<file path="src/hw/rtl/ptd_pkg.sv">
// ============================================================================
// ptd_pkg: shared definitions for the trial-division primality tester
// Holds the default value width, the sequencer states and the status
// bundle that each arithmetic unit reports to the sequencer.
// ============================================================================
package ptd_pkg;

    // Default width of the value under test.
    localparam int DATA_BITS_DEFAULT = 31;

    // Width of the result beat's tdata (is_prime in bit 0, zero filled).
    localparam int OUT_TDATA_BITS = 8;

    // Sequencer states.
    typedef enum logic [2:0] {
        ST_IDLE,
        ST_ROOT,
        ST_CHECK,
        ST_ISSUE,
        ST_DIV,
        ST_FINISH
    } ptd_state_t;

    // Status reported by an iterative unit.
    typedef struct packed {
        logic busy;
        logic done;
    } ptd_unit_status_t;

endpackage

</file>
<file path="src/hw/rtl/ptd_isqrt.sv">
// ============================================================================
// ptd_isqrt: iterative integer square root
// Digit-by-digit restoring square root, one root bit per cycle. The floor
// of the root is valid on root when status.done pulses.
// ============================================================================
module ptd_isqrt #(
    parameter int DATA_BITS = ptd_pkg::DATA_BITS_DEFAULT
) (
    input  logic                          aclk,
    input  logic                          aresetn,
    input  logic                          start,
    input  logic [DATA_BITS-1:0]          operand,
    output logic [(DATA_BITS+1)/2-1:0]    root,
    output ptd_pkg::ptd_unit_status_t     status
);

    localparam int RootBits = (DATA_BITS + 1) / 2;
    localparam int PadBits  = 2 * RootBits;
    localparam int RemBits  = RootBits + 2;
    localparam int CntBits  = $clog2(RootBits + 1);

    logic [PadBits-1:0]  rad_reg,  rad_next;
    logic [RemBits-1:0]  rem_reg,  rem_next;
    logic [RootBits-1:0] root_reg, root_next;
    logic [CntBits-1:0]  cnt_reg,  cnt_next;
    logic                busy_reg, busy_next;
    logic                done_reg, done_next;

    logic [RemBits-1:0]  rem_shift;
    logic [RemBits-1:0]  trial;

    // One step: bring down two radicand bits and try the next root bit.
    assign rem_shift = {rem_reg[RemBits-3:0], rad_reg[PadBits-1 -: 2]};
    assign trial     = {root_reg, 2'b01};

    always_comb begin
        rad_next  = rad_reg;
        rem_next  = rem_reg;
        root_next = root_reg;
        cnt_next  = cnt_reg;
        busy_next = busy_reg;
        done_next = 1'b0;
        if (start) begin
            rad_next  = PadBits'(operand);
            rem_next  = '0;
            root_next = '0;
            cnt_next  = CntBits'(RootBits);
            busy_next = 1'b1;
        end else if (busy_reg) begin
            rad_next = {rad_reg[PadBits-3:0], 2'b00};
            if (rem_shift >= trial) begin
                rem_next  = rem_shift - trial;
                root_next = {root_reg[RootBits-2:0], 1'b1};
            end else begin
                rem_next  = rem_shift;
                root_next = {root_reg[RootBits-2:0], 1'b0};
            end
            cnt_next = cnt_reg - 1'b1;
            if (cnt_reg == CntBits'(1)) begin
                busy_next = 1'b0;
                done_next = 1'b1;
            end
        end
    end

    // Control state is reset; the datapath needs none.
    always_ff @(posedge aclk) begin
        if (!aresetn) begin
            busy_reg <= 1'b0;
            done_reg <= 1'b0;
            cnt_reg  <= '0;
        end else begin
            busy_reg <= busy_next;
            done_reg <= done_next;
            cnt_reg  <= cnt_next;
        end
    end

    always_ff @(posedge aclk) begin
        rad_reg  <= rad_next;
        rem_reg  <= rem_next;
        root_reg <= root_next;
    end

    assign root        = root_reg;
    assign status.busy = busy_reg;
    assign status.done = done_reg;

endmodule

</file>
<file path="src/hw/rtl/ptd_rem.sv">
// ============================================================================
// ptd_rem: iterative remainder unit
// Restoring shift-subtract division, one dividend bit per cycle. Reports
// whether the divisor divides the dividend exactly when status.done pulses.
// ============================================================================
module ptd_rem #(
    parameter int DATA_BITS = ptd_pkg::DATA_BITS_DEFAULT
) (
    input  logic                          aclk,
    input  logic                          aresetn,
    input  logic                          start,
    input  logic [DATA_BITS-1:0]          dividend,
    input  logic [(DATA_BITS+1)/2-1:0]    divisor,
    output logic                          exact,
    output ptd_pkg::ptd_unit_status_t     status
);

    localparam int RootBits = (DATA_BITS + 1) / 2;
    localparam int RemBits  = RootBits + 1;
    localparam int CntBits  = $clog2(DATA_BITS + 1);

    logic [DATA_BITS-1:0] num_reg,  num_next;
    logic [RootBits-1:0]  den_reg,  den_next;
    logic [RemBits-1:0]   rem_reg,  rem_next;
    logic [CntBits-1:0]   cnt_reg,  cnt_next;
    logic                 busy_reg, busy_next;
    logic                 done_reg, done_next;

    logic [RemBits-1:0]   rem_shift;

    // Partial remainder stays below the divisor, so the shifted value fits.
    assign rem_shift = {rem_reg[RootBits-1:0], num_reg[DATA_BITS-1]};

    always_comb begin
        num_next  = num_reg;
        den_next  = den_reg;
        rem_next  = rem_reg;
        cnt_next  = cnt_reg;
        busy_next = busy_reg;
        done_next = 1'b0;
        if (start) begin
            num_next  = dividend;
            den_next  = divisor;
            rem_next  = '0;
            cnt_next  = CntBits'(DATA_BITS);
            busy_next = 1'b1;
        end else if (busy_reg) begin
            num_next = {num_reg[DATA_BITS-2:0], 1'b0};
            if (rem_shift >= {1'b0, den_reg}) begin
                rem_next = rem_shift - {1'b0, den_reg};
            end else begin
                rem_next = rem_shift;
            end
            cnt_next = cnt_reg - 1'b1;
            if (cnt_reg == CntBits'(1)) begin
                busy_next = 1'b0;
                done_next = 1'b1;
            end
        end
    end

    always_ff @(posedge aclk) begin
        if (!aresetn) begin
            busy_reg <= 1'b0;
            done_reg <= 1'b0;
            cnt_reg  <= '0;
        end else begin
            busy_reg <= busy_next;
            done_reg <= done_next;
            cnt_reg  <= cnt_next;
        end
    end

    always_ff @(posedge aclk) begin
        num_reg <= num_next;
        den_reg <= den_next;
        rem_reg <= rem_next;
    end

    assign exact       = (rem_reg == '0);
    assign status.busy = busy_reg;
    assign status.done = done_reg;

endmodule

</file>
<file path="src/hw/rtl/prime_test_trial_division.sv">
// ============================================================================
// prime_test_trial_division: primality test by trial division
// Takes one value per input beat and returns one beat saying whether the
// value is prime.
// ============================================================================
// Usage:
//   Input beats arrive on s_axis_* with the value in the low DATA_BITS bits
//   of tdata; higher tdata bits are ignored. Each input beat yields exactly
//   one result beat on m_axis_* with is_prime in tdata bit 0.
//   The block works on one value at a time: s_axis_tready is high only
//   while the sequencer is idle.
//   The square root runs first; then the remainder unit is started once
//   for each trial divisor from 2 up to the floor of the root, stopping
//   at the first exact divisor. Values 0 to 3 finish after the root.
//   With the default width a large prime tries about 46340 divisors;
//   the bit-serial remainder unit dominates its run time.
//   The result sits in an output register, so the next value is accepted
//   while a result waits. If the receiver stalls and a second result is
//   ready, the sequencer holds it until the output register frees up.
//   Reset (aresetn low, synchronous) returns the sequencer to idle and
//   drops any pending result.
// ============================================================================
module prime_test_trial_division #(
    parameter int DATA_BITS = ptd_pkg::DATA_BITS_DEFAULT
) (
    input  logic                                aclk,
    input  logic                                aresetn,
    // tdata fields from bit 0: value [DATA_BITS-1:0], zero fill.
    input  logic [((DATA_BITS+7)/8)*8-1:0]      s_axis_tdata,
    input  logic                                s_axis_tvalid,
    output logic                                s_axis_tready,
    // tdata fields from bit 0: is_prime [0], zero fill.
    output logic [ptd_pkg::OUT_TDATA_BITS-1:0]  m_axis_tdata,
    output logic                                m_axis_tvalid,
    input  logic                                m_axis_tready
);

    localparam int RootBits = (DATA_BITS + 1) / 2;

    ptd_pkg::ptd_state_t state_reg, state_next;

    logic [DATA_BITS-1:0] value_reg, value_next;
    logic [RootBits-1:0]  root_reg,  root_next;
    logic [RootBits-1:0]  div_reg,   div_next;
    logic                 verdict_reg, verdict_next;
    logic                 out_valid_reg, out_valid_next;
    logic                 out_prime_reg, out_prime_next;

    logic                 in_beat;
    logic                 sqrt_start;
    logic                 rem_start;
    logic                 out_load;
    logic                 out_free;

    logic [RootBits-1:0]  sqrt_root;
    logic                 rem_exact;
    ptd_pkg::ptd_unit_status_t sqrt_status;
    ptd_pkg::ptd_unit_status_t rem_status;

    assign in_beat  = s_axis_tvalid && s_axis_tready;
    assign out_free = !out_valid_reg || m_axis_tready;

    // Square root unit, started by the input beat.
    ptd_isqrt #(
        .DATA_BITS (DATA_BITS)
    ) u_isqrt (
        .aclk    (aclk),
        .aresetn (aresetn),
        .start   (sqrt_start),
        .operand (s_axis_tdata[DATA_BITS-1:0]),
        .root    (sqrt_root),
        .status  (sqrt_status)
    );

    // Remainder unit, reused for every trial divisor.
    ptd_rem #(
        .DATA_BITS (DATA_BITS)
    ) u_rem (
        .aclk     (aclk),
        .aresetn  (aresetn),
        .start    (rem_start),
        .dividend (value_reg),
        .divisor  (div_reg),
        .exact    (rem_exact),
        .status   (rem_status)
    );

    // Next-state logic of the sequencer.
    always_comb begin
        state_next = state_reg;
        case (state_reg)
            ptd_pkg::ST_IDLE: begin
                if (in_beat) begin
                    state_next = ptd_pkg::ST_ROOT;
                end
            end
            ptd_pkg::ST_ROOT: begin
                if (sqrt_status.done) begin
                    state_next = ptd_pkg::ST_CHECK;
                end
            end
            ptd_pkg::ST_CHECK: begin
                if (value_reg < DATA_BITS'(2) || root_reg < RootBits'(2)) begin
                    state_next = ptd_pkg::ST_FINISH;
                end else begin
                    state_next = ptd_pkg::ST_ISSUE;
                end
            end
            ptd_pkg::ST_ISSUE: begin
                state_next = ptd_pkg::ST_DIV;
            end
            ptd_pkg::ST_DIV: begin
                if (rem_status.done) begin
                    if (rem_exact || div_reg == root_reg) begin
                        state_next = ptd_pkg::ST_FINISH;
                    end else begin
                        state_next = ptd_pkg::ST_ISSUE;
                    end
                end
            end
            ptd_pkg::ST_FINISH: begin
                if (out_free) begin
                    state_next = ptd_pkg::ST_IDLE;
                end
            end
            default: begin
                state_next = ptd_pkg::ST_IDLE;
            end
        endcase
    end

    // Control outputs of the sequencer.
    always_comb begin
        s_axis_tready = 1'b0;
        sqrt_start    = 1'b0;
        rem_start     = 1'b0;
        out_load      = 1'b0;
        case (state_reg)
            ptd_pkg::ST_IDLE: begin
                s_axis_tready = 1'b1;
                sqrt_start    = s_axis_tvalid;
            end
            ptd_pkg::ST_ISSUE: begin
                rem_start = 1'b1;
            end
            ptd_pkg::ST_FINISH: begin
                out_load = out_free;
            end
            default: begin
                s_axis_tready = 1'b0;
            end
        endcase
    end

    // Datapath registers: value, root, current divisor and verdict.
    always_comb begin
        value_next   = value_reg;
        root_next    = root_reg;
        div_next     = div_reg;
        verdict_next = verdict_reg;
        case (state_reg)
            ptd_pkg::ST_IDLE: begin
                if (in_beat) begin
                    value_next = s_axis_tdata[DATA_BITS-1:0];
                end
            end
            ptd_pkg::ST_ROOT: begin
                if (sqrt_status.done) begin
                    root_next = sqrt_root;
                end
            end
            ptd_pkg::ST_CHECK: begin
                // Zero and one are not prime; two and three have no divisor.
                verdict_next = (value_reg >= DATA_BITS'(2));
                div_next     = RootBits'(2);
            end
            ptd_pkg::ST_DIV: begin
                if (rem_status.done) begin
                    if (rem_exact) begin
                        verdict_next = 1'b0;
                    end else if (div_reg == root_reg) begin
                        verdict_next = 1'b1;
                    end else begin
                        div_next = div_reg + 1'b1;
                    end
                end
            end
            default: begin
                verdict_next = verdict_reg;
            end
        endcase
    end

    // Output register: loaded once per item, cleared when the beat is taken.
    always_comb begin
        out_valid_next = out_valid_reg;
        out_prime_next = out_prime_reg;
        if (out_load) begin
            out_valid_next = 1'b1;
            out_prime_next = verdict_reg;
        end else if (m_axis_tready) begin
            out_valid_next = 1'b0;
        end
    end

    always_ff @(posedge aclk) begin
        if (!aresetn) begin
            state_reg     <= ptd_pkg::ST_IDLE;
            out_valid_reg <= 1'b0;
        end else begin
            state_reg     <= state_next;
            out_valid_reg <= out_valid_next;
        end
    end

    always_ff @(posedge aclk) begin
        value_reg     <= value_next;
        root_reg      <= root_next;
        div_reg       <= div_next;
        verdict_reg   <= verdict_next;
        out_prime_reg <= out_prime_next;
    end

    assign m_axis_tvalid = out_valid_reg;
    assign m_axis_tdata  = {{(ptd_pkg::OUT_TDATA_BITS-1){1'b0}}, out_prime_reg};

`ifndef NO_ASSERTIONS
    // Neither unit runs while the sequencer waits for a new value.
    a_idle_units_quiet: assert property (@(posedge aclk) disable iff (!aresetn)
        state_reg == ptd_pkg::ST_IDLE |-> !sqrt_status.busy && !rem_status.busy)
        else $error("arithmetic unit busy while sequencer idle");

    // A trial divisor always lies between two and the root.
    a_div_in_range: assert property (@(posedge aclk) disable iff (!aresetn)
        state_reg == ptd_pkg::ST_DIV |-> div_reg >= RootBits'(2) && div_reg <= root_reg)
        else $error("trial divisor out of range");

    // After an input beat no further beat is taken until a result is made.
    a_one_item: assert property (@(posedge aclk) disable iff (!aresetn)
        in_beat |=> !s_axis_tready)
        else $error("input accepted while an item is in flight");

    // The output register is only loaded when it is free.
    a_no_overwrite: assert property (@(posedge aclk) disable iff (!aresetn)
        out_load |-> out_free)
        else $error("result overwrote a pending beat");
`endif

endmodule

</file>
<file path="config.mk">
export PLATFORM = sky130hd
export DESIGN_NAME = prime_test_trial_division
export DESIGN_NICKNAME = d
export VERILOG_FILES = /design/src/hw/rtl/ptd_pkg.sv /design/src/hw/rtl/ptd_isqrt.sv /design/src/hw/rtl/ptd_rem.sv /design/src/hw/rtl/prime_test_trial_division.sv
export SDC_FILE = /design/constraint.sdc
export NUM_CORES = 1
export LEC_CHECK = 0
export BUFFER_PORTS_ARGS = -buffer_cell sky130_fd_sc_hd__buf_2
export CAP_MARGIN = 20
export CORE_MARGIN = 2
export CORE_UTILIZATION = 40
export CTS_BUF_LIST = sky130_fd_sc_hd__clkbuf_4 sky130_fd_sc_hd__clkbuf_8 sky130_fd_sc_hd__clkbuf_16
export DETAILED_ROUTE_END_ITERATION = 6
export PLACE_DENSITY = 0.63
export SLEW_MARGIN = 20
export SYNTH_ARGS = -nofsm -noshare
export SYNTH_HDL_FRONTEND = slang
export SYNTH_SLANG_ARGS = --single-unit
</file>
<file path="constraint.sdc">
create_clock -name aclk -period 8.1 [get_ports aclk]
set_clock_uncertainty 0.2 [all_clocks]
set_input_delay 0 -clock aclk [delete_from_list [all_inputs] [get_ports aclk]]
set_output_delay 0 -clock aclk [all_outputs]
set_load 0.02 [all_outputs]
</file>
; Yosys cells after proc, flatten, opt, wreduce, memory -nomap -nowiden
; Index checks and enable logic that the tools add are counted.
[word_totals]
inputBits = 36
output_inout_bits = 10
regBits = 211
[classes]
bitwise = 3
n_eq_ne = 15
magnitude_cmp = 5
addsub = 5
reduce_logical = 19
mux = 40
[op_table]
columns = cell, count
row1 = two-way mux 31 bit, 4
row2 = two-way mux 16 bit, 4
row3 = case mux 16 bit (2 select lines), 1
row4 = greater-or-equal comparator 31 x 2 -> 1 bit (second input constant), 1
row5 = less-than comparator 31 x 2 -> 1 bit (second input constant), 1
row6 = two-way mux 5 bit, 4
row7 = greater-or-equal comparator 18 bit, 1
row8 = two-way mux 1 bit, 18
row9 = two-way mux 3 bit, 6
row10 = case mux 3 bit (6 select lines), 1
row11 = greater-or-equal comparator 17 x 16 -> 1 bit, 1
row12 = logical NOT 17 bit, 1
row13 = two-way mux 17 bit, 1
row14 = subtractor 17 x 16 -> 17 bit, 1
row15 = adder 16 x 1 -> 16 bit (second input constant), 1
row16 = equality test 16 bit, 1
row17 = less-than comparator 16 x 2 -> 1 bit (second input constant), 1
row18 = subtractor 16 bit, 1
row19 = equality test 5 x 1 -> 1 bit (second input constant), 2
row20 = subtractor 5 x 1 -> 5 bit (second input constant), 2
row21 = inequality test 2 bit (second input constant), 4
row22 = AND reduction 4 bit, 2
row23 = nonzero test 2 bit, 4
row24 = equality test 3 x 2 -> 1 bit (second input constant), 2
row25 = other kinds (14), 22

; Depth between registers and ports, before layout
[logic_depth]
word_depth = 5
mapped_depth = 12
ltp_nobuf = 10

; Modules after synthesis
; From an unflattened synthesis, not the netlist that was laid out.
[hier_totals]
hier_cells = 900
hier_area_um2 = 10684.0
[by_module_without_submodules]
columns = mod, instances, area_per_inst_um2, cells_each
row1 = ptd_isqrt, 1, 3906.2, 357
row2 = ptd_rem, 1, 3793.6, 333
row3 = prime_test_trial_division, 1, 2984.1, 210

; Least setup slack after synthesis
; No wires, ideal clock.
[synth_path]
kind = reg2reg
from = reg state_reg[0]
to = reg root_reg[0] (enable)
path_buffers = 1
period_less_slack_ns = 2.919
arrival_time_ns = 2.288
path_stages_with_launch = 3
path_slack_ns = 5.181
setup_time_ns = 0.431
cell_sequence = dfxtp_1 -> clkbuf_1 -> nor4bb_1
[synth_between]
elab_chain_cells = 2
[synth_lines]
columns = element, line
row1 = start: declaration, prime_test_trial_division.sv:40  ; ptd_pkg::ptd_state_t state_reg, state_next;
row2 = start signal: assignment, prime_test_trial_division.sv:208  ; state_reg <= ptd_pkg::ST_IDLE;
row3 = start signal: assignment, prime_test_trial_division.sv:211  ; state_reg <= state_next;
row4 = equality test 3 x 1 -> 1 bit, prime_test_trial_division.sv:161  ; case (state_reg)
row5 = AND reduction 2 bit (no line), -
row6 = end signal: assignment, prime_test_trial_division.sv:218  ; root_reg <= root_next;
row7 = end: declaration, prime_test_trial_division.sv:43  ; logic [RootBits-1:0] root_reg, root_next;
; Every way passes these cells.
; A chain may end at the register's enable or synchronous reset.

; Worst setup path in the final report
[layout_path]
from = reg u_isqrt.root_reg[4], in the netlist u_isqrt.root[4]
to = reg u_isqrt.rem_reg[1]
[layout_between]
elab_chain_cells = 2
[layout_lines]
columns = element, line
row1 = start: declaration, ptd_isqrt.sv:24  ; logic [RootBits-1:0] root_reg, root_next;
row2 = start signal: assignment, ptd_isqrt.sv:82  ; root_reg <= root_next;
row3 = greater-or-equal comparator 18 bit, ptd_isqrt.sv:51  ; if (rem_shift >= trial) begin
row4 = two-way mux 16 bit, ptd_isqrt.sv:51
row5 = end signal: assignment, ptd_isqrt.sv:81  ; rem_reg <= rem_next;
row6 = end: declaration, ptd_isqrt.sv:23  ; logic [RemBits-1:0] rem_reg, rem_next;
; Every way passes these cells.

==> results by group <==
Run status
  – Status: finished clean

Global route
  – Vias in the first global route: 7281
  – Total track usage: around 16%
  – GR Overflow Total: 0
  – Largest net degree at the start of global routing: 63
  – First-pass GRT wire length: 36340 µm
  – Initial antenna violation count: 0

Power and ir drop
  – P per Cell Area: 313.3 nW/µm²
  – Power share of the clock group: a little over a quarter
  – Power, Total: ~3.8 mW
  – Part of the power in combinational logic: about a third
  – Sw power: about 1.3 mW
  – Peak supply drop: 0.2110 mV
  – Switching Fraction: around a third
  – Pleak: 4.684 nW
  – Internal Power: 2.492 mW
  – Flop pwr share: approximately two fifths

Floorplan
  – Row count: 59
  – Die width: 165.9 µm
  – Core area: between 20000 and 30000 µm²
  – Initial Util: slightly above 40%
  – Die Y: 165.9 µm
  – I/O pin cnt: 46
  – Die Footprint: 27510 µm²

Critical path
  – Slowest cell on the critical path: or4b_2
  – Maximum fanout along the worst path: 21
  – CP Class: flip-flop to flip-flop
  – Crit path DAT: 3.36 ns
  – Critical Path Source Type: flip-flop
  – Crit-path cells: inv_1 -> ha_1 -> nand4_1 -> or4_1 -> a21oi_1 -> nor2_1 -> and2_4 -> or4b_2 -> nand3_1
  – Setup crit end kind: flip-flop
  – Crit-path max cell delay: 0.62 ns
  – Worst endpoint required time: between 8 and 9 ns

Yosys
  – Unique masters post-synth: 63
  – Post-synth top area share: about two fifths
  – Top FF cell, synth: edfxtp_1
  – Synth Register Bits: 211
  – Synth area leaders: edfxtp_1 (41%), dfxtp_1 (13%), nand2_1 (7.8%)
  – Number of synthesized flops with an enable pin: 143
  – Biggest area consumer among synthesized cells: edfxtp_1
  – Count leader, synth: nand2_1
  – Post-synth top cells: nand2_1 (218), edfxtp_1 (143), nor2_1 (79), dfxtp_1 (68), inv_1 (51)
  – Mapped Cells: about 1000
  – Yosys warns: 0
  – Ys async rst share: 0%
  – Post-synthesis cell area: 10480 µm²
  – Synth Area per Inst: 10.01 µm²
  – Sequential fraction of the synthesis area: 53.97%

Place
  – Number of cells after detailed placement: ~1400
  – HPWL Detailed: about 14000 µm
  – # port buffers: 37
  – GP Congestion: 0.8570

Flow run
  – Max Cap Violations: 0

Clock tree
  – Total CTS buffers: 22
  – CTS sink count: approximately 210
  – H-tree lvl count: 1
  – Clock Latency Late Sink: 0.50 ns
  – CTS root buffer: clkbuf_16
  – Clock buffer depth: 3
  – Register clock-pin slew on the reported worst setup and hold paths: 0.06 ns
  – TritonCTS clock tree: built

Final layout
  – Post-layout util: 46.57%
  – Share of cells above drive strength 1: 8.541%
  – Max reg flops: 32
  – Area grow syn2layout: 15.16%
  – Post-route insts no fill: ~1500
  – N_diodes: 0
  – Net count, final: around 1200

Route
  – 1st-pass router iterations: 5
  – DR vias/cell: 5.162
  – Wire per inst: about 15 µm
  – DRC: 0
  – First DRT Iteration DRCs: 673
  – Routed Antenna Nets: 0
  – DR vias: 7532
  – Final wirelength: 21700 µm

STA
  – Post-route minimum period: 3.119 ns
  – Slew Viols, Final: 0
  – Total Negative Setup Slacks: 0 ns
  – Slew margin rel.: 36.66%
  – Fin. Hold Viols: 0
  – Final Cycle Share: approximately 39%
  – Unrepaired setup endpoints after global routing: false
  – Least-Margin Pin Slew: about 0.95 ns
  – Max Fclk: 320.6 MHz
  – Setup Viol. Count Final: 0

Hold path
  – Worst hold path class: primary input to flip-flop
logic make-up (layout without fill, tap and decap cells):
family / after synthesis / count (layout) / share of synthesized area, %
xor gates and xnor gates: 54 / 54 / 4.513
AOI/OAI and AO/OA: 183 / 183 / 11.12
buffers and inverters: 102 / 173 / 4.036
other: 1 / 7 / 0.03579
adders and majority gates: 40 / 40 / 4.848
muxes: 34 / 34 / 3.367
DFF: 211 / 211 / 53.97
and+or+nand+nor: 422 / 422 / 18.11
worst max-delay path, delay by kind of cell, from the launching register on:
family / cells / cell delay [ns]
AOI/OAI and AO/OA: 1 / 0.17
DFF: 1 / 0.38
and+or+nand+nor: 6 / 1.79
buffers and inverters: 1 / 0.09
adders and majority gates: 1 / 0.41
final cells by class:
cell class | instances | area, µm²
Clock inverter | 13 | 126.4
Timing Repair Buffer | 82 | 613.1
Sequential cell | 211 | 5657
Clock buffer | 27 | 618.1
Fill cell | 2436 | 13840
Multi-Input combinational cell | 740 | 4443
Inverter | 51 | 191.4
Tap cell | 335 | 419.2
cell usage in the layout (no fill, tap or decap), types with 9 or more instances in the layout:
cell,n
nand2_1,218
edfxtp_1,143
nor2_1,79
dfxtp_1,67
inv_1,49
a21oi_1,49
o21ai_0,48
ha_1,39
buf_2,37
xnor2_1,36
dlygate4sd3_1,36
mux2i_1,33
clkbuf_16,23
nand3_1,20
nor4_1,18
a211oi_1,18
xor2_1,18
nand4_1,14
nor3_1,13
a21boi_0,11
nand2b_1,10
nor2b_1,9
buf_4,9
timing repair:
item / 4_1_cts / 5_1_grt
hold buffers: 36 / 0
buffers inserted: 0 / 0
resized for setup: 0 / 0
hold endpoints to repair: 97 / 0
path summary, 6_finish.rpt:
kind              slack, ns  depth (start not counted)        startpoint                 end
setup reg to reg       4.98                          9   u_isqrt.root[4]  u_isqrt.rem_reg[1]
setup / recovery       4.98                          9   u_isqrt.root[4]  u_isqrt.rem_reg[1]
hold reg to reg        0.23                          0       verdict_reg       out_prime_reg
hold / removal         0.03                          2  s_axis_tdata[15]       value_reg[15]
metrics by stage:
step / cell area (µm²) / setup WS [ns] / hold WS (ns)
floorplan: 10500 / 5.181 / -0.1011
global route: 12070 / 4.785 / 0.01418
CTS: 12070 / 4.992 / 0.004020
detailed placement: 10960 / 5.010 / -0.009746
global placement: 10960 / 5.041 / -0.01019
finish: 12070 / 4.981 / 0.02561
per-layer routing:
layer  routed length (µm)  track usage, %
met1                10580           22.31
met3                  747           1.978
met5                    0               0
met4                  404           3.289
met2                 9967           25.85
power groups by stage:
stage / logic (mW) / clock network (mW) / registers (mW)
after global routing: 1.47 / 1.09 / 1.47
after CTS: 1.31 / 1.05 / 1.45
after detailed placement: 1.29 / 0 / 1.47
after floorplan: 1.07 / 0 / 1.43
final: 1.31 / 1.02 / 1.45
after global placement: 1.27 / 0 / 1.47
Note: power is estimated with default switching activity, not from simulation.
